$ cat config.mk
export PLATFORM = sky130hd
export DESIGN_NAME = frsn_cell
export DESIGN_NICKNAME = d
export VERILOG_FILES = /design/src/rtl/core/frsn_pkg.sv /design/src/rtl/core/frsn_cell.sv
export SDC_FILE = /design/constraint.sdc
export NUM_CORES = 1
export LEC_CHECK = 0
export ABC_AREA = 1
export BUFFER_PORTS_ARGS = -buffer_cell sky130_fd_sc_hd__buf_2
export CAP_MARGIN = 15
export CORE_MARGIN = 2
export CORE_UTILIZATION = 32
export CTS_CLUSTER_SIZE = 30
export DETAILED_ROUTE_END_ITERATION = 8
export HOLD_SLACK_MARGIN = 0.1
export PLACE_DENSITY_LB_ADDON = 0.12
export SKIP_CTS_REPAIR_TIMING = 1
export SLEW_MARGIN = 40
export SYNTH_ARGS = -nofsm -noshare
export SYNTH_HDL_FRONTEND = slang
export SYNTH_SLANG_ARGS = --single-unit
$ cat constraint.sdc
create_clock -name clock -period 3.6 [get_ports clock]
set_input_delay 0.36 -clock clock [delete_from_list [all_inputs] [get_ports clock]]
set_output_delay 0.36 -clock clock [all_outputs]
set_load 0.02 [all_outputs]
$ cat src/rtl/core/frsn_pkg.sv
// frsn_pkg: shared constants and the word type carried along the cell chain.
// No dependencies; imported by every module of the renumber table core.
`timescale 1ns / 1ps

package frsn_pkg;

   localparam int TABLE_DEPTH = 1024;
   localparam int ID_W        = 64;
   localparam int IDX_W       = (TABLE_DEPTH > 1) ? $clog2(TABLE_DEPTH) : 1;
   localparam int CNT_W       = $clog2(TABLE_DEPTH + 1);
   localparam int CSR_ADDR_W  = 4;

   // register index taken from the byte address (8-byte spacing)
   localparam logic REG_ID_BASE = 1'b0;

   localparam logic signed [ID_W-1:0] ID_BASE_RESET = ID_W'(1);

   // one word travelling down the chain
   typedef struct packed {
      logic             vld;
      logic [ID_W-1:0]  key;
      logic             hit;
      logic [IDX_W-1:0] idx;
   } frsn_word_type;

endpackage

$ cat src/rtl/core/frsn_cell.sv
// frsn_cell: one table slot plus one chain stage; compares or claims as a word passes.
// Depends on frsn_pkg.
`timescale 1ns / 1ps

module frsn_cell (
   input  logic                    clock,
   input  logic                    reset,
   input  logic                    advance,
   input  logic [frsn_pkg::IDX_W-1:0] cell_idx,
   input  logic [frsn_pkg::CNT_W-1:0] fill_count,
   input  frsn_pkg::frsn_word_type word_i,
   output frsn_pkg::frsn_word_type word_o,
   output logic                    claim
);
   import frsn_pkg::*;

   logic [ID_W-1:0] stored_ff;
   frsn_word_type   word_ff;
   frsn_word_type   word_in;
   logic            live;
   logic            free;
   logic            hit_here;

   always_comb begin
      live     = CNT_W'(cell_idx) < fill_count;
      free     = CNT_W'(cell_idx) == fill_count;
      hit_here = word_i.vld && !word_i.hit && live && (stored_ff == word_i.key);
      claim    = advance && word_i.vld && !word_i.hit && free;
      word_in  = word_i;
      if (hit_here || claim) begin
         word_in.hit = 1'b1;
         word_in.idx = cell_idx;
      end
   end

   always_ff @(posedge clock) begin
      if (reset) begin
         word_ff.vld <= 1'b0;
      end else if (advance) begin
         word_ff.vld <= word_in.vld;
      end
      if (advance) begin
         word_ff.key <= word_in.key;
         word_ff.hit <= word_in.hit;
         word_ff.idx <= word_in.idx;
      end
      if (claim) begin
         stored_ff <= word_i.key;
      end
   end

   assign word_o = word_ff;

endmodule

==> impl_metrics.ini <==
[sta]
max_freq_mhz = 422.7
setup_violations = 0
worst_pin_slew_ns = 0.5981
rsz0062_at_grt = no
final.min_clock_period_ns = 2.366
slew_viol_final = 0
tns_ns = 0
hold_viol = 0
fin_ws_ns = 1.234
relSlewSlack_pct = 60.08
finalCritPeriodShare_pct = 65.72
skew_ns = 0.005921

[logic_synthesis]
ys_seq_elements = 140
synth_cells = 519
synth-edff-count = 139
synth.distinct_cells = 22
synth.top_cells.by_count = nand2_1, edfxtp_1, inv_1
syn-cell-area_sq_mm = 0.005862
yosys-top-cells-area = edfxtp_1, nand2_1, inv_1, nor2_1, ha_1
synthesis.nets = 629
synth_most_common_cell = nand2_1
synth_seq_area_share_pct = 71.55
yosysWarnings = 0
yosysTopAreaCell = edfxtp_1
syn_avg_cell_area_sq_um = 11.29
synth_top_area_share_pct = 71.21
synth_ff_type = edfxtp_1
async_flop_share_pct = 0

[floorplanning]
ios = 177
coreArea_sq_mm = 0.01796
fp-row-count = 49
die_area_sq_mm = 0.01942
die_w_microns = 139.3
initial_core_util_pct = 32.63
fp.dieH_microns = 139.3

[clock_network]
clockRootBuffer = clkbuf_16
clk_latency_ns = 0.42
htree_num_levels = 4
cts.reportedPaths.clkPinSlew_ns = 0.06
numCtsBuffers = 17
cts_buffer_depth = 2
cts_tree = built
cts.sinks = 140

[route]
vias = 3976
antenna_left = 0
first_pass_iters = 4
drcViolationCount = 0
routed_wl_microns = 12540
dr.first_iter.drc_count = 113
wl_per_cell_microns = 13.08
vias_per_cell = 4.146

[pwr]
powerDensity_mw_per_mm2 = 510.9
leakage_nw = 3.528
vdd_drop_max_uv = 316.9
total_power_mw = 3.897

[setup_path]
crit_path_top_delay_cell = clkinv_2
max_stage_delay_ns = 0.49
crit_buf_inv = 4
critPathMaxFanout = 32
crit_arrival_ns = 2.01
endpoint_kind = output pin
required_ns = 3.24
crit_chain = buf_2 -> ha_1 -> inv_1 -> nor2_2 -> nand2_1 -> nor2_2 -> nand4_1 -> clkinv_2 -> buf_2
startpoint_type = primary input
path_delay_family = buffers and inverters
crit_type = in2out

[global_route]
track_usage_pct = 13.54
antenna_found_initial = 0
gr-total-overflow = 0
grt_pass1_wl_microns = 20310
grt_start_max_net_pins = 43
first_global_vias = 4052

[place]
dp_slack_ns = 1.134
dpl_cell_area_sq_mm = 0.007061
port_buffers = 176
hpwlAfterDp_microns = 9216
gp_congestion = 0.7415

[flow_run]
drv_cap = 0

[min_path]
hold_path_class = in2reg

[layout]
fin_area_sq_mm = 0.007627
final_util_pct = 42.46
fillers = 1755
areaGrowthSynthToFinish_pct = 30.12
nNetsFinal = 826
final_layout_size_suffix_gt1_share_pct = 29.90

[outcome]
status = finished, final reports clean
routing by layer:
layer	part of all wire [%]	track usage [%]	up-vias
met5	0	0	-
met4	1.5	5.476	0
met3	7.1	4.439	15
met2	46	21.18	131
met1	46	17.42	1769
li1	-	-	2061
through the flow:
| stage | hold slack (ns) | cells |
|---|---|---|
| floorplan | 0.4385 | 519 |
| global placement | 0.4850 | 926 |
| detailed placement | 0.5005 | 926 |
| CTS | 0.1053 | 958 |
| global route | 0.1159 | 958 |
| finish | 0.1241 | 959 |
flip-flops by register name, summed over array words and instances (netlist names):
register	count
stored_ff	64
word_o	76
worst reg2reg max path: stages, from the launching register on:
cell and delay (ns):
edfxtp_1 0.40, nor2_1 0.10, nor2_1 0.05, nor2_1 0.08
nand2_1 0.07, nor2_1 0.15, nand2_1 0.09, nor2_2 0.15
nand3_2 0.26, nand2_2 0.29, nand2_1 0.08, nand2_1 0.07
final cells by class:
type                       count  area, sq um  area share, %
tap                          229        286.5          3.757
clock inverter                15        138.9          1.821
sequential                   140         4194          54.99
clock buffer                  17        425.4          5.577
multi-input combinational    281         1292          16.95
antenna                        1        2.502        0.03281
inverter                      96        361.6          4.741
timing repair buffer         180        925.9          12.14
kinds of logic after synthesis:
logic type | Yosys count | share of synthesized area [%]
fa+ha+maj | 10 | 2.134
xor+xnor | 17 | 2.540
flops | 140 | 71.55
compound gates | 12 | 1.110
buf+inv | 98 | 6.403
simple gates | 242 | 16.26
path summary, 6_finish.rpt:
| check | startpoint | to | slack [ns] | cells past startpoint |
|---|---|---|---|---|
| max | cell_idx[9] | claim | 1.23 | 9 |
| min | reset | word_o[75]$_SDFFE_PP0P_ | 0.12 | 2 |
| max reg2reg | stored_ff[27]$_DFFE_PP_ | word_o[6]$_DFFE_PP_ | 1.68 | 11 |
| min reg2reg | word_o[75]$_SDFFE_PP0P_ | word_o[75]$_SDFFE_PP0P_ | 0.50 | 2 |
cells in the final DEF, fill, tap and decap left out, types with 2 or more instances in the layout:
cell type,instances
clkinv_2,3
buf_2,175
inv_6,5
nand2_1,165
edfxtp_1,139
xor2_1,3
nor2_1,54
xnor2_1,14
clkinvlp_4,3
a211oi_1,2
o21ai_0,9
inv_1,94
clkbuf_16,17
clkinv_4,2
buf_4,4
nor2_2,3
ha_1,10
nand3_1,14
where the power goes:
part | internal, mW | total [mW] | switching, mW
combinational | 0.122 | 0.343 | 0.221
clock | 0.961 | 1.67 | 0.708
sequential | 1.87 | 1.88 | 0.0156
Power figures use the tool's default switching activity.
