## src/rtl/core/frsn_pkg.sv

```systemverilog
// frsn_pkg: shared constants and the word type carried along the cell chain.
// No dependencies; imported by every module of the renumber table core.
`timescale 1ns / 1ps

package frsn_pkg;

   localparam int TABLE_DEPTH = 1024;
   localparam int ID_W        = 64;
   localparam int IDX_W       = (TABLE_DEPTH > 1) ? $clog2(TABLE_DEPTH) : 1;
   localparam int CNT_W       = $clog2(TABLE_DEPTH + 1);
   localparam int CSR_ADDR_W  = 4;

   // register index taken from the byte address (8-byte spacing)
   localparam logic REG_ID_BASE = 1'b0;

   localparam logic signed [ID_W-1:0] ID_BASE_RESET = ID_W'(1);

   // one word travelling down the chain
   typedef struct packed {
      logic             vld;
      logic [ID_W-1:0]  key;
      logic             hit;
      logic [IDX_W-1:0] idx;
   } frsn_word_type;

endpackage

```

## src/rtl/core/frsn_out.sv

```systemverilog
// frsn_out: output register; applies the start offset and flags a full table.
// Depends on frsn_pkg.
`timescale 1ns / 1ps

module frsn_out (
   input  logic                              clock,
   input  logic                              reset,
   input  frsn_pkg::frsn_word_type           word_i,
   input  logic signed [frsn_pkg::ID_W-1:0]  id_base,
   output logic                              advance,
   output logic                              rsp_valid,
   input  logic                              rsp_ready,
   output logic signed [frsn_pkg::ID_W-1:0]  rsp_new_id,
   output logic                              rsp_table_full
);
   import frsn_pkg::*;

   logic                   vld_ff;
   logic signed [ID_W-1:0] new_id_ff;
   logic signed [ID_W-1:0] new_id_in;
   logic                   full_ff;
   logic [ID_W-1:0]        dense_k;

   assign advance = !vld_ff || rsp_ready;

   // dense number n = idx + 1; n+start-1 = start+idx, start+1-n = start-idx
   always_comb begin
      dense_k = ID_W'(word_i.idx);
      if (!word_i.hit) begin
         new_id_in = '0;
      end else if (id_base[ID_W-1]) begin
         new_id_in = id_base - $signed(dense_k);
      end else begin
         new_id_in = id_base + $signed(dense_k);
      end
   end

   always_ff @(posedge clock) begin
      if (reset) begin
         vld_ff <= 1'b0;
      end else if (advance) begin
         vld_ff <= word_i.vld;
      end
   end

   always_ff @(posedge clock) begin
      if (advance) begin
         new_id_ff <= new_id_in;
         full_ff   <= !word_i.hit;
      end
   end

   assign rsp_valid      = vld_ff;
   assign rsp_new_id     = new_id_ff;
   assign rsp_table_full = full_ff;

endmodule
```

## config.mk

```make
export PLATFORM = sky130hd
export DESIGN_NAME = frsn_out
export DESIGN_NICKNAME = d
export VERILOG_FILES = /design/src/rtl/core/frsn_pkg.sv /design/src/rtl/core/frsn_out.sv
export SDC_FILE = /design/constraint.sdc
export NUM_CORES = 1
export LEC_CHECK = 0
export BUFFER_PORTS_ARGS = -buffer_cell sky130_fd_sc_hd__buf_2
export CORE_AREA = 2 2 146 91
export DETAILED_ROUTE_END_ITERATION = 10
export DIE_AREA = 0 0 148 93
export GPL_ROUTABILITY_DRIVEN = 0
export PLACE_DENSITY = 0.9
export SETUP_SLACK_MARGIN = 0.02
export SLEW_MARGIN = 30
export SYNTH_ARGS = -nofsm -noshare
export SYNTH_HDL_FRONTEND = slang
export SYNTH_SLANG_ARGS = --single-unit
```

## constraint.sdc

```tcl
create_clock -name clock -period 4 [get_ports clock]
set_input_delay 0 -clock clock [delete_from_list [all_inputs] [get_ports clock]]
set_output_delay 0 -clock clock [all_outputs]
set_load 0.03 [all_outputs]
```

==> results.sh, run 1 <==
export IMPL_synth_cell_area_um2=6356
export IMPL_power_density_nw_per_um2=383.9
export IMPL_clock_latency_ns=0.35
export IMPL_synthTopCellsByArea="edfxtp_1 (31%), ha_1 (13%), a21oi_1 (6.2%)"
export IMPL_min_path_type="primary input to flip-flop"
export IMPL_grt_pass1_wl_um=29130
export IMPL_cts_tree="done"
export IMPL_swShare=0.3776
export IMPL_final_common_cell="buf_2"
export IMPL_endpoint_kind="flip-flop"
export IMPL_synth_nets=948
export IMPL_period_share=0.9438
export IMPL_slew_headroom=0.4690
export IMPL_drt_initial_drc_count=700
export IMPL_finalNonFillerCells=1066
export IMPL_grt_overflow_total=0
export IMPL_final_cell_mix="buf_2 (145), nor2_1 (102), a21oi_1 (79)"
export IMPL_avgSynthCellArea_um2=8.601
export IMPL_synth_cell_types=71
export IMPL_clk_pin_slew_worst_paths_ns=0.06
export IMPL_root_buffer="clkbuf_16"
export IMPL_cp_required_ns=4.18
export IMPL_fin_skew_ns=0.009575
export IMPL_drc_errors=0
export IMPL_critPathLaunchType="primary input"
export IMPL_regArea_um2=1972
export IMPL_antenna_found_initial=0
export IMPL_finalSetupViolCount=0
export IMPL_crit_chain="buf_2 -> nor4_1 -> nand3_1 -> nand2b_1 -> buf_4 -> ha_1 -> and4_1 -> and4_1 -> nand2_1 -> a31oi_1 -> o21ai_0 -> a21oi_1 -> o41a_1 -> a31oi_4 -> o21bai_1 -> mux2i_1"
export IMPL_ir_drop_v=0.0002368
export IMPL_rsz0062_at_grt="no"
export IMPL_via_count=6370
export IMPL_initial_core_util=0.5088
export IMPL_power_uw=2949
export IMPL_io_buffers=145
export IMPL_rows=32
export IMPL_die_x_um=148
export IMPL_core_area_um2=12490
export IMPL_finalSetupTns_ns=0
export IMPL_die_area_um2=13760
export IMPL_nFillCells=1071
export IMPL_timing_final_crit_period_ns=3.775
export IMPL_grt_pass1_vias=5738
export IMPL_status="completed"
export IMPL_slew_violations=0
export IMPL_routed_via_density=5.976
export IMPL_yosysWarningCount=0
export IMPL_crit_fanout=8
export IMPL_yosysSeqAreaShare=0.3102
export IMPL_syn_inst=739
export IMPL_crit_top_cell="and4_1"
export IMPL_dp_cells=1048
export IMPL_p_clk_frac=0.278
export IMPL_synth_edff_count=65
export IMPL_p_comb_frac=0.412
export IMPL_finalHoldViolCount=0
export IMPL_htree_num_levels=3
export IMPL_postRouteWirelength_um=18790
export IMPL_cts_inserted_buffers=9
export IMPL_cap_violations=0
export IMPL_cp_slowest_stage_delay_ns=0.51
export IMPL_fin_nets=1100
export IMPL_multiInputGateArea_um2=4155
export IMPL_ios=210
export IMPL_async_flop_share=0
export IMPL_p_switching_uw=1114
export IMPL_fp_dieH_um=93
export IMPL_seqPwrFrac=0.310
export IMPL_synth_seq_cells=66
export IMPL_utilization=0.6150
export IMPL_power_internal_uw=1836
export IMPL_worst_pin_slew_ns=0.7957
export IMPL_hpwl_um=14820
export IMPL_crit_arrival_ns=3.96
export IMPL_holdWs_ns=0.08790
export IMPL_max_freq_mhz=264.9
export IMPL_synth_top_area_share=0.3071
export IMPL_ys_flop_type="edfxtp_1"
export IMPL_drt_wirelength_per_cell_um=17.63
export IMPL_syn2layout_area_growth_pct=20.87
export IMPL_post_cts_buffers=0
export IMPL_antenna_left=0
export IMPL_drive_gt1_frac=0.2355
export IMPL_worstSetupPathType="primary input to flip-flop"
export IMPL_grt_util_all_layers=0.2741
export IMPL_cp_slowest_cell="o41a_1"
export IMPL_diodes=0
export IMPL_first_pass_iters=6
export IMPL_clockBufferDepth=2
export IMPL_grt_max_degree=40
export IMPL_synth_largest_area_cell="edfxtp_1"
export IMPL_cts_sinks=66
export IMPL_p_leak_uw=0.003565
## power by group through the flow
stage / logic (µW) / registers (µW) / clock network (µW)
2_1_floorplan: 635 / 1160 / 0
3_3_place_gp: 1160 / 928 / 0
3_5_place_dp: 1180 / 928 / 0
4_1_cts: 1190 / 916 / 821
5_1_grt: 1310 / 926 / 843
6_report: 1210 / 915 / 820
## worst max-delay path, delay by kind of cell
kind	cells	cell delay [ns]
fa+ha+maj	1	0.22
buf+inv	2	0.31
simple gates	6	1.65
compound gates	6	1.53
mux	1	0.24
## flip-flops by register name, indices dropped and copies added, names as in the netlist
name,count
rsp_valid,1
rsp_new_id,64
rsp_table_full,1
## final timing paths
| check | startpoint | end | slack [ns] | cells past startpoint |
|---|---|---|---|---|
| min reg2reg | rsp_valid | rsp_new_id[45] | 1.10 | 1 |
| max | word_i[6] | rsp_new_id[54] | 0.22 | 16 |
| min | word_i[0] | rsp_new_id[0] | 0.09 | 3 |
| max reg2reg | rsp_valid | rsp_new_id[7] | 2.20 | 2 |
## through the flow
| stage | area [µm²] | setup WS [ns] |
|---|---|---|
| after floorplan | 6356 | 0.6268 |
| after global placement | 7362 | 0.1052 |
| after detailed placement | 7362 | 0.04251 |
| after CTS | 7682 | 0.3895 |
| after global routing | 7682 | 0.02378 |
| final | 7682 | 0.2248 |
## cells by family (layout without fill, tap and decap cells)
group,Yosys count,count (layout),synth area share
AO/OA/AOI/OAI,226,226,0.2396
XOR/XNOR,59,59,0.08130
adder cells (fa/ha/maj),66,66,0.1311
buffers and inverters,57,214,0.03642
flip-flops,66,66,0.3102
multiplexers,4,4,0.006299
AND/OR/NAND/NOR,261,261,0.1951
## Yosys cell counts, types with 3 or more instances
library cell  count
o21bai_1         12
a21o_1           31
and2_1           10
or2_2             4
ha_1             65
and3_1            8
a21oi_1          79
clkbuf_1         24
nor2_1          102
nor2b_1           4
a31oi_1          10
buf_2             8
a21oi_2           3
o21ai_1           5
mux2i_1           4
o211ai_1          5
xor2_1           23
inv_1            23
nand3_1          14
a41o_1            3
nor3_1           14
a221o_1           3
a211oi_1          3
xnor2_1          36
o21a_1            8
edfxtp_1         65
nor4_1            4
nand4_1          23
o21ai_0          30
nand2b_1         14
and4_1            6
nand2_1          50
## area by class of cell
class,count,share of cell area
clock buffer,13,0.03388
clock inverter,3,0.005212
sequential,66,0.2567
multi-input combinational,616,0.5409
timing repair buffer,175,0.1244
tap,170,0.02769
inverter,23,0.01124
## timing repair
action | in CTS | in global routing
hold buffers | 2 | 0
hold endpoints to repair | 1 | 0
gates resized for setup | 0 | 1
setup endpoints to repair | 0 | 2
## per-layer routing
metal  track usage  vias to the layer above  routed length [µm]
met4       0.07143                        0                 305
met3       0.08488                       37                2399
met1        0.3952                     2917                8605
li1              -                     3054                   -
met2        0.3981                      362                7483
met5             0                        -                   0
No activity file was read; power rests on OpenSTA's default activity.
==> run 2: changes to the inputs <==
--- a/config.mk
+++ b/config.mk
@@ -10,7 +10,7 @@
 export DETAILED_ROUTE_END_ITERATION = 10
 export DIE_AREA = 0 0 148 93
 export GPL_ROUTABILITY_DRIVEN = 0
-export PLACE_DENSITY = 0.9
+export PLACE_DENSITY = 0.88
 export SETUP_SLACK_MARGIN = 0.02
 export SLEW_MARGIN = 30
 export SYNTH_ARGS = -nofsm -noshare
==> results.sh, run 2 (synthesis gave the netlist of run 1 again) <==
export IMPL_grt_use_met1=0.3948
export IMPL_antenna_left=0
export IMPL_finalHoldViolCount=0
export IMPL_cts_inserted_buffers=9
export IMPL_slew_violations=0
export IMPL_crit_fanout=8
export IMPL_cp_slowest_stage_delay_ns=0.54
export IMPL_rows=32
export IMPL_nFillCells=1086
export IMPL_cap_violations=0
export IMPL_drive_gt1_frac=0.2470
export IMPL_slew_headroom=0.4746
export IMPL_max_freq_mhz=268.6
export IMPL_use_met3=0.09073
export IMPL_post_cts_buffers=0
export IMPL_cts_sinks=66
export IMPL_grt_max_degree=58
export IMPL_drc_errors=0
export IMPL_die_x_um=148
export IMPL_clk_pin_slew_worst_paths_ns=0.06
export IMPL_p_leak_uw=0.003619
export IMPL_grt_overflow_total=0
export IMPL_final_cell_mix="buf_2 (145), nor2_1 (102), a21oi_1 (79)"
export IMPL_cp_slowest_cell="o41a_1"
export IMPL_grt_util_all_layers=0.2719
export IMPL_ir_drop_v=0.0002171
export IMPL_grt_pass1_wl_um=29300
export IMPL_fp_dieH_um=93
export IMPL_largest_reg_flops=64
export IMPL_period_share=0.9307
export IMPL_grt_pass1_vias=5870
export IMPL_power_uw=2950
export IMPL_clockBufferDepth=2
export IMPL_hpwl_um=14900
export IMPL_crit_chain="buf_2 -> nor3_1 -> nand2_1 -> nor4_1 -> ha_1 -> mux2i_1 -> ha_1 -> a21oi_2 -> o21ai_1 -> a31o_1 -> o2111ai_2 -> nand2_2 -> a41o_1 -> o41a_1 -> a41oi_1 -> xor2_1 -> nor2_1"
export IMPL_crit_start="word_i[3]"
export IMPL_preCtsSetupSlack_ns=-0.1254
export IMPL_grtUsageMet2=0.3877
export IMPL_clock_latency_ns=0.34
export IMPL_die_area_um2=13760
export IMPL_antenna_found_initial=0
export IMPL_htree_num_levels=3
export IMPL_syn2layout_area_growth_pct=22.36
export IMPL_io_buffers=145
export IMPL_initial_core_util=0.5088
export IMPL_cp_required_ns=4.07
export IMPL_crit_arrival_ns=3.79
export IMPL_fin_skew_ns=0.01135
export IMPL_drt_initial_drc_count=542
export IMPL_crit_top_cell="ha_1"
export IMPL_finalSetupTns_ns=0
export IMPL_fin_nets=1111
export IMPL_critPathLaunchType="primary input"
export IMPL_power_density_nw_per_um2=379.2
export IMPL_routed_via_density=5.898
export IMPL_core_area_um2=12490
export IMPL_cts_tree="done"
export IMPL_ios=210
export IMPL_worst_pin_slew_ns=0.7881
export IMPL_rsz0062_at_grt="no"
export IMPL_dp_cells=1059
export IMPL_finalSetupViolCount=0
export IMPL_timing_final_crit_period_ns=3.723
export IMPL_setup_ws_ns=0.2774
export IMPL_min_path_type="primary input to flip-flop"
export IMPL_endpoint_kind="flip-flop"
export IMPL_final_common_cell="buf_2"
export IMPL_via_count=6352
export IMPL_postRouteWirelength_um=18770
export IMPL_finalNonFillerCells=1077
export IMPL_first_pass_iters=5
export IMPL_drt_wirelength_per_cell_um=17.43
export IMPL_grt_busiest_layer="met1"
export IMPL_root_buffer="clkbuf_16"
export IMPL_worstSetupPathType="primary input to flip-flop"
export IMPL_r2r_start="rsp_valid"
export IMPL_hp_start="word_i[0]"
export IMPL_diodes=0
export IMPL_status="completed"
run 2: cell types whose count changed in the layout (fill, tap and decap cells not counted), sizes merged:
cell  previous run  this run
buf            173       184
run 2: worst paths after layout:
path | endpoint | slack, ns | cells after the start
min | rsp_new_id[0] | 0.10 | 3
min reg2reg | rsp_new_id[48] | 1.11 | 1
max | rsp_new_id[58] | 0.28 | 17
max reg2reg | rsp_new_id[18] | 2.22 | 2
run 2: per-layer routing:
| layer | vias up | part of all wire |
|---|---|---|
| li1 | 3069 | - |
| met1 | 2887 | 0.46 |
| met2 | 363 | 0.39 |
| met3 | 33 | 0.14 |
| met4 | 0 | 0.015 |
| met5 | - | 0 |
run 2: per-stage QoR:
stage | instance area [µm²] | util | hold slack [ns]
5_1_grt | 7777 | 0.6226 | 0.1344
4_1_cts | 7765 | 0.6216 | 0.09220
3_5_place_dp | 7445 | 0.5960 | 0.1632
2_1_floorplan | 6356 | - | 0.06907
3_3_place_gp | 7445 | 0.5960 | 0.1598
6_report | 7777 | 0.6226 | 0.1022
run 2: layout make-up:
type / count / area, µm² / share of cell area
Inverter: 23 / 86.33 / 0.01110
Clock inverter: 3 / 40.04 / 0.005148
Tap cell: 170 / 212.7 / 0.02735
Multi-Input combinational cell: 616 / 4168 / 0.5359
Timing Repair Buffer: 186 / 1039 / 0.1335
Sequential cell: 66 / 1972 / 0.2535
Clock buffer: 13 / 260.3 / 0.03346
run 2: power breakdown:
group	internal (µW)	switching [µW]	total (µW)
clock	515	293	808
sequential	891	22.9	914
combinational	441	787	1230
run 2: repair_timing:
action / in CTS / in global routing
resized for setup: 0 / 2
hold buffers: 2 / 0
endpoints found under the hold margin: 1 / 0
setup endpoints to repair: 0 / 12
run 2: critical path: cells and delay by family:
family / cells / cell delay [ns]
xor+xnor: 1 / 0.17
simple gates: 5 / 0.76
fa+ha+maj: 2 / 0.64
compound gates: 7 / 1.92
mux: 1 / 0.18
buf+inv: 1 / 0.13
